<file path="src/design/keyed_record_table_core_defines.svh">
// assertion macros for the keyed record table
`ifndef KEYED_RECORD_TABLE_CORE_DEFINES_SVH
`define KEYED_RECORD_TABLE_CORE_DEFINES_SVH

// same-cycle implication, checked outside reset
`define KRT_ASSERT_NOW(label, cond, expr, msg) \
  label: assert property (@(posedge clk) disable iff (rst) (cond) |-> (expr)) \
    else $error(msg);

// next-cycle implication, checked outside reset
`define KRT_ASSERT_NEXT(label, cond, expr, msg) \
  label: assert property (@(posedge clk) disable iff (rst) (cond) |=> (expr)) \
    else $error(msg);

`endif

</file>
<file path="src/design/krt_first_pick.sv">
// registered lowest-index pick over a row of match flags with attached data
module krt_first_pick #(
  parameter  int N   = 16,
  parameter  int DW  = 16,
  localparam int IXW = (N > 1) ? $clog2(N) : 1
) (
  input  logic                 clk,
  input  logic                 rst,
  input  logic                 en,
  input  logic [N-1:0]         hit,
  input  logic [N-1:0][DW-1:0] data,
  output logic                 any,
  output logic [IXW-1:0]       idx,
  output logic [DW-1:0]        dout
);

  logic           pick_any;
  logic [IXW-1:0] pick_idx;
  logic [DW-1:0]  pick_data;

  // priority encode, lowest index wins
  always_comb begin
    pick_any  = 1'b0;
    pick_idx  = '0;
    pick_data = '0;
    for (int i = N - 1; i >= 0; i--) begin
      if (hit[i]) begin
        pick_any  = 1'b1;
        pick_idx  = IXW'(i);
        pick_data = data[i];
      end
    end
  end

  always_ff @(posedge clk) begin
    if (rst) begin
      any <= 1'b0;
    end else if (en) begin
      any <= pick_any;
    end
  end

  always_ff @(posedge clk) begin
    if (en) begin
      idx  <= pick_idx;
      dout <= pick_data;
    end
  end

endmodule

</file>
<file path="config.mk">
export PLATFORM = sky130hd
export DESIGN_NAME = krt_first_pick
export DESIGN_NICKNAME = d
export VERILOG_FILES = /design/src/design/keyed_record_table_core_defines.svh /design/src/design/krt_first_pick.sv
export SDC_FILE = /design/constraint.sdc
export NUM_CORES = 1
export LEC_CHECK = 0
export BUFFER_PORTS_ARGS = -buffer_cell sky130_fd_sc_hd__buf_4
export CAP_MARGIN = 15
export CORE_AREA = 4 4 114 116
export DETAILED_ROUTE_END_ITERATION = 12
export DIE_AREA = 0 0 118 120
export GPL_TIMING_DRIVEN = 0
export PLACE_DENSITY = 0.57
export SYNTH_ARGS = -nofsm -noshare
export SYNTH_HDL_FRONTEND = slang
export SYNTH_SLANG_ARGS = --single-unit
</file>
<file path="constraint.sdc">
create_clock -name clk -period 1.8 [get_ports clk]
set_clock_uncertainty 0.2 [all_clocks]
set_input_delay 0.18 -clock clk [delete_from_list [all_inputs] [get_ports clk]]
set_output_delay 0.18 -clock clk [all_outputs]
set_load 0.1 [all_outputs]
</file>
**Word-level counts from Yosys, hierarchy flattened**

Index checks and enable logic that the tools add are counted.

- Register bits: 21
- Output and inout port bits: 21

- Muxes and demuxes: 47
- Reductions and logical operators: 3

Operator list:

| kind | count |
|---|---|
| $mux W16 | 16 |
| $mux W4 | 8 |
| $mux W1 | 17 |
| $mux W3 | 4 |
| $reduce_or A8 Y1 | 1 |
| $mux W2 | 2 |
| $reduce_or A4 Y1 | 1 |
| $reduce_or A2 Y1 | 1 |

**Longest topological paths before layout**

- Depth in word-level cells: 16
- Depth in mapped cells: 8

**Worst setup path after synthesis**

Ideal clock, no wire load.

- Path kind: input port to flip-flop
- From: in hit[14]
- To: reg dout[10], data pin
- Library setup time: 0.265 ns
- Required time: 1.335 ns
- Cell stages on the path: 8
- Data arrival time: 1.251 ns
- Slack: 0.084 ns
- Path buffers: 3
- Path through: buf_2 nor2b_1 buf_2 buf_2 a221oi_1 nor2_1 o31ai_1 nand3_1

- Longest elaborated chain between the ends: 15

Ends and longest elaborated chain:

| element | line | source |
|---|---|---|
| start, declared | krt_first_pick.sv:10 | `input logic [N-1:0] hit,` |
| $mux W16 (15 in a row) | krt_first_pick.sv:27 | `if (hit[i]) begin` |
| net pick_data[10] | krt_first_pick.sv:19 | `logic [DW-1:0] pick_data;` |
| end signal, assigned | krt_first_pick.sv:46 | `dout <= pick_data;` |
| end, declared | krt_first_pick.sv:14 | `output logic [DW-1:0] dout` |

The timed path passes the listed nets, and every way through them passes these cells.
A chain may end at the register's enable or synchronous reset.

**Worst setup path in the final report**

- From: in hit[13]
- To: reg dout[11], data pin

- Longest elaborated chain between the ends: 14

Ends and longest elaborated chain:

| element | line |
|---|---|
| $mux W16 (14 in a row) | krt_first_pick.sv:27 |
| net pick_data[11] | krt_first_pick.sv:19 |

The timed path passes the listed nets, and every way through them passes these cells.

==> results.toml <==
[placement]
portBuffers = 291
dp_hpwl_um = 16020
place_congestion = 0.9127
placed_area_um2 = 5165

[yosys]
syn_inst = 372
ys_seq_elements = 21
synth.avg_cell_area_um2 = 7.517
ys_seq_area_frac = 0.2219
synth.area.top_cells = "edfxtp_1, a221oi_1, o21ai_0"
postSynth.asyncResetShare = 0
synth_edf_count = 20
synth.top_cell.area_share = 0.2148
yosys.area.top_type = "edfxtp_1"
ys_warn_count = 0
synth.distinct_cells = 40
syn-num-nets = 647
syn_area_um2 = 2796
synth-main-ff-cell = "edfxtp_1"

[floorplan]
ios = 296
dieHeight_um = 120
fp-row-count = 40
chipWidth_um = 118
dieArea_um2 = 14160
core_area_um2 = 11910
start_util = 0.2348

[grt]
grt_pass1_vias = 4760
grt_max_degree = 23
overflow = 0
grt.busiest_layer = "met2"
met2_usage = 0.4359
grt_use_met1 = 0.3085
grt_first_pass_wirelength_um = 27170
grt_use_met3 = 0.04618
grtUsageTotal = 0.2435
antenna_found_initial = 0

[run_status]
outcome = "complete, no violations"

[worst_hold_path]
hold_path_depth = 3
worstHoldStart = "data[2]"
min_to = "dout[2]$_DFFE_PP_"
min_path_type = "input pin to flop"

[timing]
period_needed_ns = 1.798
period_share = 0.9988
rsz0062_at_grt = "true"
max_freq_ghz = 0.5562
finalSetupViolations = 0
slew_headroom = 0.5896
hold_viol = 0
setup-tns-final_ns = 0
drv_slew = 0
tightest_slew_ns = 0.6143

[pwr]
ir_drop_mv = 0.4166
p_leak_nw = 2.383
powerDensity_nw_per_um2 = 457.3

[cts]
clock-sinks = 21
h-tree-depth = 1
cts_inserted_buffers = 3
clockRootBuffer = "clkbuf_16"
clock_path_buffers = 2
clk_transition_reported_paths_ns = 0.06
cts_tree = "done"
clk_latency_ns = 0.25
cts_setup_buffers = 0

[layout]
antenna_cells = 0
fill_cells = 1228
final_common_cell = "buf_4"
final_cell_mix = "buf_4, o21ai_0, a221oi_1"
multi_input_area_um2 = 2277
layout.nets = 942
drive_gt1_frac = 0.5676
final_cell_area_um2 = 5603
seq_area_um2 = 620.6
area_growth_pct = 100.4

[detailed_routing]
wl_um = 18810
post-route-drc-count = 0
wire_per_inst_um = 23.14
detailedRoute.firstPassIterationCount = 5
via_count = 4574
first_iter_violations = 386
vias_per_cell = 5.626
ant_nets = 0

[critical_path]
r2r-start = "any$_SDFFE_PP0P_"
cpMaxStageDelayCell = "a221oi_1"
cp.required_ns = 1.59
slowest_delay_ns = 0.37
endpoint_kind = "flop"
setup.worst_path.class = "input pin to flop"
cp_max_fo = 10
critical-path-top-delay-family = "compound AO/OA/AOI/OAI gates"
worst-path-buf-inv = 2
arrival_ns = 1.58
timing.rr.end = "any$_SDFFE_PP0P_"
r2r_setup_slack_ns = 0.82
cp_cell_sequence = "clkbuf_2 > clkbuf_1 > a221oi_1 > nor2_1 > a311oi_2 > o21ai_1"
reg2regPathDepth = 2
crit_path_start_kind = "input pin"

[run]
drv_cap = 0
[worst max path at each step]
stage,startpoint,endpoint,slack (ns),depth (start not counted)
after global placement,hit[5],dout[7]$_DFFE_PP_,-0.61,7
after global routing,hit[13],dout[11]$_DFFE_PP_,-0.06,6
final,hit[13],dout[11]$_DFFE_PP_,0.002,6
after detailed placement,hit[5],dout[7]$_DFFE_PP_,-0.60,7
after floorplan,hit[14],dout[10]$_DFFE_PP_,0.08,8
after CTS,hit[9],dout[8]$_DFFE_PP_,0.0001,7
[worst register-to-register path: cells and delay by family (launching register included)]
| family | cells | cell delay (ns) |
|---|---|---|
| compound gates | 1 | 0.29 |
| flops | 1 | 0.34 |
| simple gates | 1 | 0.06 |
[metal layers]
metal,vias up,routed length [um]
met2,253,9365
met3,18,1487
met1,2157,7688
li1,2146,-
met4,0,269
met5,-,0
[cells in the mapped netlist (2+ instances only)]
master      n
a22o_1      8
clkbuf_1   21
o221ai_1   15
a211oi_1    4
inv_1       8
nor4_1     11
nand2b_1    5
nand3b_1    2
o21ai_1     2
a222oi_1    6
a311oi_1    6
or2_2       4
o21ai_0    28
nand2_1    20
o22ai_1    18
a21o_1      2
nor2_1     27
edfxtp_1   20
nand3_1    11
a221oi_1   37
buf_2      17
a31oi_1     2
o31ai_1     8
o211ai_1    5
or4_1       8
nor2b_1    16
nor3_1      8
a31o_2      8
o2111ai_1   3
a22oi_1     8
a21oi_1    25
[cell type report]
type | instances | share of cell area
repair buffers | 292 | 0.3917
clock buffers | 4 | 0.01407
flip-flops and latches | 21 | 0.1108
inverters | 8 | 0.005360
well taps | 147 | 0.03283
plain buffers | 38 | 0.03886
multi-input cells | 303 | 0.4064
[power breakdown]
group	internal [W]	switching, W	leakage, nW
Sequential	0.000592	0.0000144	0.203
Clock	0.000302	0.000171	0.0382
Combinational	0.000632	0.000850	2.14
Total	0.00153	0.00104	2.38
[state kept, by name, indices dropped and copies added, names as in the netlist]
| name | flops |
|---|---|
| dout | 16 |
| idx | 4 |
| any | 1 |
[kinds of logic (layout without fill, tap and decap cells)]
group,Yosys count,in the layout,synth area share
buf+inv,48,342,0.07472
compound gates,188,188,0.4890
flops,21,21,0.2219
simple gates,115,115,0.2143
[metrics by stage]
step / utilization / hold WS, ns / power [W] / worst slack [ns] / cells
after floorplan: - / 0.05214 / 0.001313 / 0.08383 / 372
after global placement: 0.4336 / 0.1462 / 0.001998 / -0.6081 / 810
after detailed placement: 0.4336 / 0.1605 / 0.002012 / -0.5969 / 810
after CTS: 0.4556 / 0.03091 / 0.002525 / 0.0001010 / 814
after global routing: 0.4704 / 0.04581 / 0.002670 / -0.06336 / 813
final: 0.4704 / 0.02952 / 0.002562 / 0.002086 / 813
[timing repair]
action / CTS / global route
endpoints found under the setup margin: 17 / 17
hold buffers: 1 / 0
pin swaps: 0 / 10
endpoints found under the hold margin: 1 / 0
gates resized for setup: 36 / 44
Power figures use the tool's default switching activity.
