## config.mk

```make
export PLATFORM = sky130hd
export DESIGN_NAME = krt_cell
export DESIGN_NICKNAME = d
export VERILOG_FILES = /design/src/design/keyed_record_table_core_defines.svh /design/src/design/krt_pkg.sv /design/src/design/krt_cell.sv
export SDC_FILE = /design/constraint.sdc
export NUM_CORES = 1
export LEC_CHECK = 0
export ABC_AREA = 1
export BUFFER_PORTS_ARGS = -buffer_cell sky130_fd_sc_hd__buf_2
export CAP_MARGIN = 20
export CORE_MARGIN = 1.5
export CORE_UTILIZATION = 45
export CTS_BUF_LIST = sky130_fd_sc_hd__clkbuf_8
export DETAILED_ROUTE_END_ITERATION = 7
export GPL_ROUTABILITY_DRIVEN = 0
export PLACE_DENSITY = 0.82
export SYNTH_ARGS = -nofsm -noshare
export SYNTH_HDL_FRONTEND = slang
export SYNTH_SLANG_ARGS = --single-unit
export TNS_END_PERCENT = 5
```

## constraint.sdc

```tcl
create_clock -name clk -period 2.15 [get_ports clk]
set_input_delay 0.43 -clock clk [delete_from_list [all_inputs] [get_ports clk]]
set_output_delay 0.43 -clock clk [all_outputs]
set_load 0.005 [all_outputs]
```

## src/design/keyed_record_table_core_defines.svh

```systemverilog
// assertion macros for the keyed record table
`ifndef KEYED_RECORD_TABLE_CORE_DEFINES_SVH
`define KEYED_RECORD_TABLE_CORE_DEFINES_SVH

// same-cycle implication, checked outside reset
`define KRT_ASSERT_NOW(label, cond, expr, msg) \
  label: assert property (@(posedge clk) disable iff (rst) (cond) |-> (expr)) \
    else $error(msg);

// next-cycle implication, checked outside reset
`define KRT_ASSERT_NEXT(label, cond, expr, msg) \
  label: assert property (@(posedge clk) disable iff (rst) (cond) |=> (expr)) \
    else $error(msg);

`endif

```

## src/design/krt_pkg.sv

```systemverilog
// shared types and constants of the keyed record table
package krt_pkg;

  localparam int KEY_W  = 32;
  localparam int YEAR_W = 16;

  // cells per first-match group
  localparam int GROUP_SIZE = 16;
  localparam int LOCAL_W    = $clog2(GROUP_SIZE);

  // request codes
  localparam logic [1:0] OP_ADD    = 2'd0;
  localparam logic [1:0] OP_SEARCH = 2'd1;
  localparam logic [1:0] OP_DELETE = 2'd2;

  // status codes
  localparam logic [1:0] ST_OK        = 2'd0;
  localparam logic [1:0] ST_NOT_FOUND = 2'd1;
  localparam logic [1:0] ST_EMPTY     = 2'd2;
  localparam logic [1:0] ST_FULL      = 2'd3;

  // per-cell control from the sequencer
  typedef struct packed {
    logic cmp;    // register the key compare
    logic live;   // cell lies below the record count
    logic load;   // write the request record
    logic shift;  // take the upper neighbor's record
  } cell_ctl_t;

endpackage

```

## src/design/krt_cell.sv

```systemverilog
// one table slot: record storage, key compare and shift from the upper neighbor
module krt_cell (
  input  logic                          clk,
  input  logic                          rst,
  input  krt_pkg::cell_ctl_t            ctl,
  input  logic [krt_pkg::KEY_W-1:0]     req_key,
  input  logic [krt_pkg::YEAR_W-1:0]    req_year,
  input  logic [krt_pkg::KEY_W-1:0]     nbr_key,
  input  logic [krt_pkg::YEAR_W-1:0]    nbr_year,
  output logic [krt_pkg::KEY_W-1:0]     key,
  output logic [krt_pkg::YEAR_W-1:0]    year,
  output logic                          hit
);

  // record storage
  always_ff @(posedge clk) begin
    if (ctl.load) begin
      key  <= req_key;
      year <= req_year;
    end else if (ctl.shift) begin
      key  <= nbr_key;
      year <= nbr_year;
    end
  end

  // registered match flag
  always_ff @(posedge clk) begin
    if (rst) begin
      hit <= 1'b0;
    end else if (ctl.cmp) begin
      hit <= ctl.live && (key == req_key);
    end
  end

endmodule

```

Word level (Yosys, flattened, before mapping)

Index checks and enable logic that the tools add are counted.

Equality and inequality tests: 1
Mux-type cells: 4
Reductions and logical operators: 2

Operator list:

| kind              | number |
|---|---|
| $mux 32           | 2 |
| $eq 32x32->1      | 1 |
| $mux 16           | 2 |
| $reduce_bool 2->1 | 1 |
| $logic_and 1x1->1 | 1 |

Register bits after elaboration: 49
Word-level logic and storage cells: 10

Longest topological paths before layout

Gate-level depths: netlist of run 1.

Depth in word-level cells: 2
Gate-level depth with buffers: 10
Depth with buffers taken out: 10

Worst setup path before layout of run 1

Ideal clock, no wire load.

Path kind: in2reg
Start point: input ctl[1] (netlist name)
End point: register key[0] (netlist name), enable pin
Library setup time: 0.384 ns
Arrival time: 1.381 ns
Slack: 0.385 ns
Stages on the path: 2
Path through: clkbuf_1 -> or2_2

Longest elaborated chain between the ends: 1

RTL lines:

| element                            | RTL line       | text |
|---|---|---|
| start: declaration                 | krt_cell.sv:5  | `input krt_pkg::cell_ctl_t ctl,` |
| $reduce_bool 2->1 (no source line) | n/a            |  |
| end signal: assignment             | krt_cell.sv:18 | `key <= req_key;` |
| end signal: assignment             | krt_cell.sv:21 | `key <= nbr_key;` |
| end: declaration                   | krt_cell.sv:10 | `output logic [krt_pkg::KEY_W-1:0] key,` |

Every way passes these cells.
A chain may end at the register's enable or synchronous reset.

Worst setup path in the final report of run 1

Start point: register key[11] (netlist name)
End point: output key[11] (netlist name)

No word-level cell between the ends.

==> reports/summary.txt, run 1 <==
Total grt overflow - 0
CTS Buf Count - 5
Routed WL per cell - 11.6 microns
Vias/cell - 4.64
RSZ-0062 raised after global routing - false
Setup-failing EPs final - 0
Drt total wl - 6.25 mm
Slew Limit Headroom - 75.4%
Yosys cell types - 17
PwrDens - 657 mW/mm^2
CP required - 1.72 ns
WP depth - 1
Inst Count DP - 532
Startpoint Class - flip-flop
Crit path DAT - 0.88 ns
Crit Path Class - flip-flop to output pin
Run status - completed
Max FO, Critical Path - 3
CP cell instances - buf_2
Max Root-Sink Buffers - 2
Drt pass-1 iters - 4
Skew-Pair Late Insertion Delay - 0.30 ns
Reg area - 0.00146 sq mm
Initial DRC Count - 129
Die Ht - 78.7 microns
Ys async rst share - 0%
Post-Syn Nets - 417
Adder-cell share of the synthesized area - 0%
WP buf/inv - 1
Hold WC Path Type - input port to flip-flop
GRT Util Overall - 21.2%
Core Region - 0.00551 sq mm
Post-route insts no fill - 540
Multi-input gate area - 926 sq um
Synth Area per Inst - 8.18 sq um
Ys flop type - edfxtp_1
Initial antenna violation count - 0
Max-cap viol count - 0
DR vias - 2503
CP endpoint kind - output pin
CP delay by family, top - flip-flops
Setup_tns - 0 ns
Worst Hold Depth - 2
CTS clk-pin slew, worst paths - 0.08 ns
Net Sw Power - 583 uW
Tcrit/Tclk final - 61.1%
Top Ports - 151
Crit path time final - 1.31 ns
YS warnings - 0
Synth Instances - 315
FF+latch count, synth - 49
Overall die area - 0.00619 sq mm
Fillers - 470
Synth Cell Area - 0.00258 sq mm
Synth area leaders - edfxtp_1 (56%), nand2_1 (23%), inv_1 (5.0%)
Largest family of logic cells by synthesized area - simple AND/OR/NAND/NOR gates
Largest net degree at the start of global routing - 44
H-tree depth - 2
Register-to-Register Path Depth - 9
Post-CTS sizing - 0
Net Sw Frac - 25.2%
Tot Pwr - 2.32 mW
Post-synth EDFFs - 48
Clock power share - 27.7%
Crit-path max cell delay - 0.44 ns
Most area-hungry cell type in the Yosys netlist - edfxtp_1
Antenna diodes - 0
Clock net sink count - 49
Gate power share - 19.6%
Cts hold-fix bufs - 0
Slowest CP cell - edfxtp_1
Worst-Margin Slew - 0.369 ns
Max VDD drop - 0.000442 V
Most frequent cell after synthesis - nand2_1
Post-synthesis compound-gate area fraction - 4.52%
Fmax - 0.762 GHz
CTS tree - built
Top post-synthesis cells by count - nand2_1 (159), edfxtp_1 (48), inv_1 (34)
Antenna-violating nets left - 0
Root buf cell - clkbuf_8
Die X - 78.7 microns
Final net count - 569
Sequential Power Share - 52.8%
Post-synthesis xor/xnor area fraction - 4.08%
Area share of the largest cell type after synthesis - 55.9%
Seq/Total Area, Yosys - 56.7%
Initial core utilization - 46.8%
Dpl hpwl - 4.96 mm
Multiplexer share of the synthesized area - 0%
Layout cells sized above 1 - 36.1%
Port buffer count - 150
First-pass GRT wire length - 10.2 mm
Layout area overhead - 36.7%
Number of global-route vias before repair - 2425
Setup Buffers After CTS - 0
Fin. max-slew vios - 0
Clk_skew - 0.00601 ns
Hold slack final - 0.287 ns
Final hold vios - 0
Num rows - 27
Internal Power - 1.73 mW
Simple-gate area share of the yosys netlist - 27.3%
Detailed-route DRC error count - 0
P_leak - 1.88 nW
==> per-stage QoR <==
stage                     setup slack, ns  utilization [%]  cell area [sq um]
after floorplan                     0.385                -               2580
after global placement              0.655             62.0               3410
after detailed placement            0.606             62.0               3410
after CTS                           0.821             64.0               3520
after global routing                0.748             64.0               3520
final                               0.837             64.0               3520
==> flip-flops by register name, summed over array words and instances, names as in the netlist <==
| signal | flops |
|---|---|
| key | 32 |
| year | 16 |
| hit | 1 |
==> placed cells by master (no fill, tap or decap) <==
cell	count
a21oi_2	1
buf_2	150
buf_4	5
bufinv_16	1
clkbuf_8	5
clkinv_1	1
clkinvlp_4	1
dfxtp_1	1
edfxtp_1	48
inv_1	34
inv_2	5
nand2_1	159
nand3_1	2
nand4_1	5
nor2_1	16
o21ai_0	18
o21ai_1	1
o22ai_1	2
or2_2	1
xnor2_1	10
xor2_1	2
==> final timing paths <==
check	startpoint	to	slack (ns)
worst min-delay path	rst	hit	0.29
worst min register to register	hit	hit	0.48
worst max-delay path	key[11]	key[11]	0.84
worst max register to register	key[28]	hit	0.94
==> power by group through the flow <==
stage / clock network [mW] / logic, mW / registers (mW)
after floorplan: 0 / 0.192 / 1.26
after global placement: 0 / 0.442 / 1.24
after detailed placement: 0 / 0.458 / 1.24
after CTS: 0.657 / 0.460 / 1.22
after global routing: 0.696 / 0.515 / 1.23
final: 0.640 / 0.453 / 1.22
==> metal layers <==
layer | GRT usage (%) | wire length [microns] | up-vias
li1 | - | - | 1286
met4 | 7.14 | 44 | 0
met3 | 7.33 | 573 | 4
met5 | 0 | 0 | -
met1 | 23.0 | 2480 | 1101
met2 | 38.4 | 3150 | 112
==> cell type report <==
type	count	share of cell area, %
sequential	49	41.5
clock buffer	5	1.95
multi-input combinational	217	26.3
tap	72	2.56
inverter	39	4.16
timing repair buffer	155	22.4
clock inverter	3	1.17
==> logic make-up after synthesis <==
kind of cell	after synthesis
DFF	49
buffers and inverters	49
and+or+nand+nor	183
AOI/OAI and AO/OA	22
xor gates and xnor gates	12
Power figures use the tool's default switching activity.
==> run 2, diff against run 1 <==
--- a/config.mk
+++ b/config.mk
@@ -5,11 +5,11 @@
 export SDC_FILE = /design/constraint.sdc
 export NUM_CORES = 1
 export LEC_CHECK = 0
-export ABC_AREA = 1
+export ABC_AREA = 0
 export BUFFER_PORTS_ARGS = -buffer_cell sky130_fd_sc_hd__buf_2
 export CAP_MARGIN = 20
 export CORE_MARGIN = 1.5
-export CORE_UTILIZATION = 45
+export CORE_UTILIZATION = 44
 export CTS_BUF_LIST = sky130_fd_sc_hd__clkbuf_8
 export DETAILED_ROUTE_END_ITERATION = 7
 export GPL_ROUTABILITY_DRIVEN = 0
==> constraint.sdc (replaced) <==
create_clock -name clk -period 1.25 [get_ports clk]
set_input_delay 0.25 -clock clk [delete_from_list [all_inputs] [get_ports clk]]
set_output_delay 0.25 -clock clk [all_outputs]
set_load 0.005 [all_outputs]
==> reports/summary.txt, run 2 <==
Worst r2r dst - hit
Initial core utilization - 46.4% (-0.39 points)
Max reg flops - 32 (unchanged)
Hold Path Origin - rst
Drt total wl - 5.49 mm (-12%)
Max Root-Sink Buffers - 2 (unchanged)
Synth Area per Inst - 16.0 sq um (+96%)
Register-to-register setup slack - -0.08 ns (-1.02 ns)
Max-cap viol count - 0 (unchanged)
Finished Core Util - 65.8% (+1.9 points)
Startpoint Class - flip-flop
Most area-hungry cell type in the Yosys netlist - edfxtp_1
Most used cells in the layout excluding fill and tap cells - buf_2 (150), mux2_2 (48), edfxtp_1 (48)
Detailed-route DRC error count - 0 (unchanged)
Most common cell after layout, fill and taps aside - buf_2
Net Sw Frac - 23.3% (-1.9 points)
Gate power share - 20.9% (+1.3 points)
Largest regs - key x32, year x16, hit x1
Dpl hpwl - 4.57 mm (-8.0%)
Routed WL per cell - 14.4 microns (+24%)
Failing checks - setup timing
Drt pass-1 iters - 4 (unchanged)
Setup-failing EPs final - 1 (+1)
CTS clk-pin slew, worst paths - 0.08 ns (about the same)
Register-to-Register Path Depth - 5 (-4)
FF-to-FF Start - key[7]
Net Sw Power - 866 uW (+49%)
Max VDD drop - 0.000807 V (+83%)
Worst hold endpoint - hit
CP endpoint kind - flip-flop
Tot Pwr - 3.72 mW (+61%)
Synth Cell Area - 0.00240 sq mm (-6.8%)
Fmax - 0.752 GHz
Total grt overflow - 0 (unchanged)
Synth area leaders - edfxtp_1 (60%), mux2_2 (23%), xnor2_1 (8.4%)
Hold slack final - 0.243 ns (-0.0437 ns)
Post-Syn Nets - 252 (-40%)
Clock net sink count - 49 (unchanged)
Number of global-route vias before repair - 1881 (-22%)
Worst-Margin Slew - 0.317 ns (-0.0518 ns)
Seq/Total Area, Yosys - 60.9% (+4.2 points)
Crit path time final - 1.33 ns
Skew-Pair Late Insertion Delay - 0.29 ns (about the same)
Final net count - 412 (-28%)
Layout area overhead - 41.9%
Area after DPL - 0.00331 sq mm (-3.0%)
Crit Path Class - flip-flop to flip-flop
Overall die area - 0.00591 sq mm (-4.6%)
First-pass GRT wire length - 8.82 mm (-14%)
Worst Hold Depth - 4 (+2)
Ys flop type - edfxtp_1
Num rows - 26 (-3.7%)
Vias/cell - 4.83 (+4.2%)
Largest net degree at the start of global routing - 27 (-39%)
RSZ-0062 raised after global routing - true
Layout cells sized above 1 - 68.8% (+33 points)
Antenna-violating nets left - 0 (unchanged)
Core Region - 0.00517 sq mm (-6.1%)
DR vias - 1841 (-26%)
FF+latch count, synth - 49 (unchanged)
CTS tree - built
Port buffer count - 150 (unchanged)
Top Ports - 151 (unchanged)
Fin. max-slew vios - 0 (unchanged)
Synth Instances - 150 (-52%)
Top post-synthesis cells by count - edfxtp_1 (48), mux2_2 (48), xnor2_1 (23)
Run status - complete, but fails checks
Yosys cell types - 14 (-3)
Clk_skew - 0.00430 ns (-0.00171 ns)
Area share of the largest cell type after synthesis - 60.1% (+4.1 points)
Root buf cell - clkbuf_8
Die Ht - 76.9 microns (-2.3%)
Initial antenna violation count - 0 (unchanged)
Clock power share - 22.6% (-5.1 points)
YS warnings - 0 (unchanged)
P_leak - 1.49 nW (-21%)
Fillers - 391 (-17%)
Final hold vios - 0 (unchanged)
Max FO, Critical Path - 2 (-1)
H-tree depth - 2 (unchanged)
Crit path DAT - 1.56 ns (+0.68 ns)
Cts hold-fix bufs - 0 (unchanged)
Die X - 76.9 microns (-2.3%)
Initial DRC Count - 63 (-51%)
GRT Util Overall - 19.5% (-1.7 points)
Critical path launch point - key[7]
PwrDens - 1090 mW/mm^2 (+66%)
Sequential Power Share - 56.5% (+3.7 points)
Hold WC Path Type - input port to flip-flop
CP required - 1.48 ns (-0.24 ns)
Biggest register - key
Final Worst Setup Slack - -0.0796 ns (-0.916 ns)
Finished Cell Area - 0.00340 sq mm (-3.3%)
Pre-CTS setup slack - -0.150 ns (-0.757 ns)
Internal Power - 2.85 mW (+65%)
Post-synth EDFFs - 48 (unchanged)
Antenna diodes - 0 (unchanged)
CTS Buf Count - 5 (unchanged)
Ys async rst share - 0% (unchanged)
Tcrit/Tclk final - 106%
Slew Limit Headroom - 78.7% (+3.3 points)
==> run 2: cell count changes after synthesis, moves of 2 or more <==
cell      delta
inv_2        -5
o21ai_0     -18
xnor2_1     +13
mux2_2      +48
xor2_1       +7
inv_1       -34
nor2_1      -15
nand2_1    -157
clkbuf_1     -6
nor4_1       +4
o22ai_1      -2
==> run 2: worst max path at each step <==
stage | to | slack (ns) | cells after the start
floorplan | key[0] | -0.03 | 3
global placement | hit | -0.15 | 5
detailed placement | hit | -0.15 | 5
CTS | hit | -0.1 | 5
global route | hit | -0.20 | 5
finish | hit | -0.08 | 5
==> run 2: metrics by stage <==
step,cells,TNS (ns)
4_1_cts,381,-0.0978
3_5_place_dp,373,-0.271
2_1_floorplan,150,-1.21
6_report,381,-0.0796
3_3_place_gp,373,-0.204
5_1_grt,381,-0.233
==> run 2: power groups by stage <==
stage / clock [mW] / sequential [mW] / combinational, mW
global route: 0.947 / 2.13 / 0.853
detailed placement: 0 / 2.14 / 0.786
CTS: 0.868 / 2.10 / 0.789
finish: 0.840 / 2.10 / 0.779
global placement: 0 / 2.13 / 0.772
floorplan: 0 / 2.16 / 0.324
==> run 2: routing by layer <==
| metal | global-route usage, % | part of all wire [%] |
|---|---|---|
| met3 | 7.62 | 11 |
| met1 | 21.9 | 39 |
| met4 | 6.30 | 1.3 |
| met2 | 33.9 | 49 |
| met5 | 0 | 0 |
==> run 2: cells by family after synthesis <==
logic type / synth area share (%)
compound gates: 0.208
simple gates: 3.55
buf+inv: 1.15
xor+xnor: 11.7
mux: 22.5
flops: 60.9
==> run 2: final cells by class <==
class	instances	area, sq um	area share [%]
timing repair buffer	158	848	24.9
sequential	49	1460	42.9
multi-input combinational	96	927	27.2
tap	70	87.6	2.57
clock inverter	3	11.3	0.331
clock buffer	5	68.8	2.02
==> run 2: worst max-delay path, cell delays in order (launching register included) <==
cell      delay [ns]
edfxtp_1        0.41
xnor2_1         0.16
nand4_1         0.16
nor4_2          0.31
nand4_1         0.11
o21ai_1         0.12
==> run 2: timing repair <==
action	in CTS	in global routing
gates resized for setup	1	1
pin swaps	2	2
setup endpoints to repair	1	3
hold endpoints to repair	0	0
buffers inserted	0	0
==> run 3, diff against run 2 <==
--- a/config.mk
+++ b/config.mk
@@ -14,6 +14,7 @@
 export DETAILED_ROUTE_END_ITERATION = 7
 export GPL_ROUTABILITY_DRIVEN = 0
 export PLACE_DENSITY = 0.82
+export REMOVE_ABC_BUFFERS = 1
 export SYNTH_ARGS = -nofsm -noshare
 export SYNTH_HDL_FRONTEND = slang
 export SYNTH_SLANG_ARGS = --single-unit
==> reports/summary.txt, run 3 (synthesized netlist as in run 2, its figures left out) <==
Register-to-register setup slack - -0.23 ns (-0.15 ns)
First-pass GRT wire length - 9.12 mm (+3.4%)
Top Ports - 151 (unchanged)
Vias/cell - 4.89 (+1.2%)
Initial core utilization - 46.4% (unchanged)
Die X - 76.9 microns (unchanged)
Setup Buffers After CTS - 0 (unchanged)
Clock net sink count - 49 (unchanged)
Overall die area - 0.00591 sq mm (unchanged)
Multi-input gate area - 925 sq um (-0.27%)
Clk_skew - 0.00448 ns (+0.000176 ns)
GRT Util Overall - 19.9% (+0.40 points)
FF-to-FF Start - key[28]
Failing checks - setup timing
Final net count - 415 (+0.73%)
Layout area overhead - 42.8%
Crit path time final - 1.48 ns (+0.155 ns)
CTS clk-pin slew, worst paths - 0.09 ns (about the same)
Biggest register - key
Slew Limit Headroom - 68.9% (-9.8 points)
Drt total wl - 5.56 mm (+1.3%)
Hold slack final - 0.219 ns (-0.0242 ns)
Routed WL per cell - 14.5 microns (+0.48%)
Worst hold endpoint - hit
Run status - complete, but fails checks
Register-to-Register Path Depth - 6 (+1)
Fmax - 0.674 GHz (-10%)
PwrDens - 1100 mW/mm^2 (+0.43%)
Max-cap viol count - 0 (unchanged)
Antenna diodes - 0 (unchanged)
Detailed-route DRC error count - 0 (unchanged)
Die Ht - 76.9 microns (unchanged)
Crit path DAT - 1.72 ns (+0.16 ns)
Dpl hpwl - 4.47 mm (-2.1%)
Hold Path Origin - rst
Drt pass-1 iters - 4 (unchanged)
Setup-failing EPs final - 1 (unchanged)
Reg area - 0.00146 sq mm (unchanged)
Final Worst Setup Slack - -0.234 ns (-0.155 ns)
Port buffer count - 150 (unchanged)
Layout cells sized above 1 - 69.4% (+0.62 points)
Initial antenna violation count - 0 (unchanged)
Startpoint Class - flip-flop
Worst-Margin Slew - 0.463 ns (+0.146 ns)
Post-route insts no fill - 384 (+0.79%)
Crit Path Class - flip-flop to flip-flop
Pre-CTS setup slack - -0.245 ns (-0.0948 ns)
DR vias - 1877 (+2.0%)
Core Region - 0.00517 sq mm (unchanged)
Total grt overflow - 0 (unchanged)
Largest net degree at the start of global routing - 25 (-7.4%)
Hold WC Path Type - input port to flip-flop
Max reg flops - 32 (unchanged)
Max Root-Sink Buffers - 2 (unchanged)
H-tree depth - 2 (unchanged)
Number of global-route vias before repair - 1964 (+4.4%)
Tcrit/Tclk final - 119% (+12 points)
Skew-Pair Late Insertion Delay - 0.30 ns (about the same)
Max FO, Critical Path - 2 (unchanged)
Most used cells in the layout excluding fill and tap cells - buf_2 (150), mux2_2 (48), edfxtp_1 (48)
Worst Hold Depth - 4 (unchanged)
Max VDD drop - 0.000747 V (-7.5%)
CP endpoint kind - flip-flop
CTS Buf Count - 5 (unchanged)
Fin. max-slew vios - 0 (unchanged)
Inst Count DP - 376 (+0.80%)
Antenna-violating nets left - 0 (unchanged)
CP required - 1.48 ns (about the same)
Largest regs - key x32, year x16, hit x1
RSZ-0062 raised after global routing - true
Num rows - 26 (unchanged)
Worst r2r dst - hit
Initial DRC Count - 54 (-14%)
CTS tree - built
P_leak - 1.50 nW (+0.82%)
Root buf cell - clkbuf_8
Fillers - 375 (-4.1%)
Final hold vios - 0 (unchanged)
Most common cell after layout, fill and taps aside - buf_2
[run 3: changes by cell type in the layout (fill, tap and decap cells not counted), sizes merged]
cell,delta
buf,+3
inv,-1
clkinv,+1
[run 3: how the worst max path moves through the flow]
stage / from / end / slack, ns / cells past startpoint
after CTS: key[7] / hit / -0.25 / 6
after floorplan: ctl[0] / key[0] / -0.02 / 1
after global routing: key[0] / hit / -0.32 / 6
after detailed placement: key[28] / hit / -0.25 / 6
after global placement: key[0] / hit / -0.15 / 6
final: key[28] / hit / -0.23 / 6
[run 3: metrics by stage]
step	area [sq um]	TNS (ns)	utilization, %	total power, mW
global placement	3330	-1.48	64.4	2.89
CTS	3420	-0.252	66.1	3.80
finish	3430	-0.234	66.2	3.76
detailed placement	3330	-3.25	64.4	2.92
floorplan	2370	-1.07	-	2.45
global route	3430	-0.342	66.2	3.94
[run 3: power by group]
part           leakage, nW  total, mW  switching, mW  internal (mW)
clock network       0.0505      0.877          0.499          0.377
registers            0.497       2.10         0.0890           2.01
logic                0.953      0.780          0.314          0.466
[run 3: cell type report]
class | instances | share of cell area, %
Clock buffer | 5 | 2.01
Clock inverter | 3 | 0.365
Multi-Input combinational cell | 96 | 27.0
Sequential cell | 49 | 42.7
Tap cell | 70 | 2.56
Timing Repair Buffer | 161 | 25.4
[run 3: timing repair]
action                                 in CTS  in global routing
setup endpoints to repair                   1                  2
hold buffers                                0                  0
resized for setup                           1                  1
endpoints found under the hold margin       0                  0
pin swaps                                   1                  2
[run 3: critical path, stage by stage, from the launching register on]
cell	delay (ns)
edfxtp_1	0.42
xnor2_1	0.18
nand4_1	0.14
nor4_2	0.31
buf_4	0.15
nand4_1	0.08
o21ai_1	0.14
[run 3: layer usage]
metal	part of all wire (%)	up-vias	wire length, microns	global-route usage, %
li1	-	892	-	-
met1	39	870	2170	22.6
met2	51	107	2820	35.1
met3	8.6	8	480	6.07
met4	1.5	0	85	7.22
met5	0	-	0	0
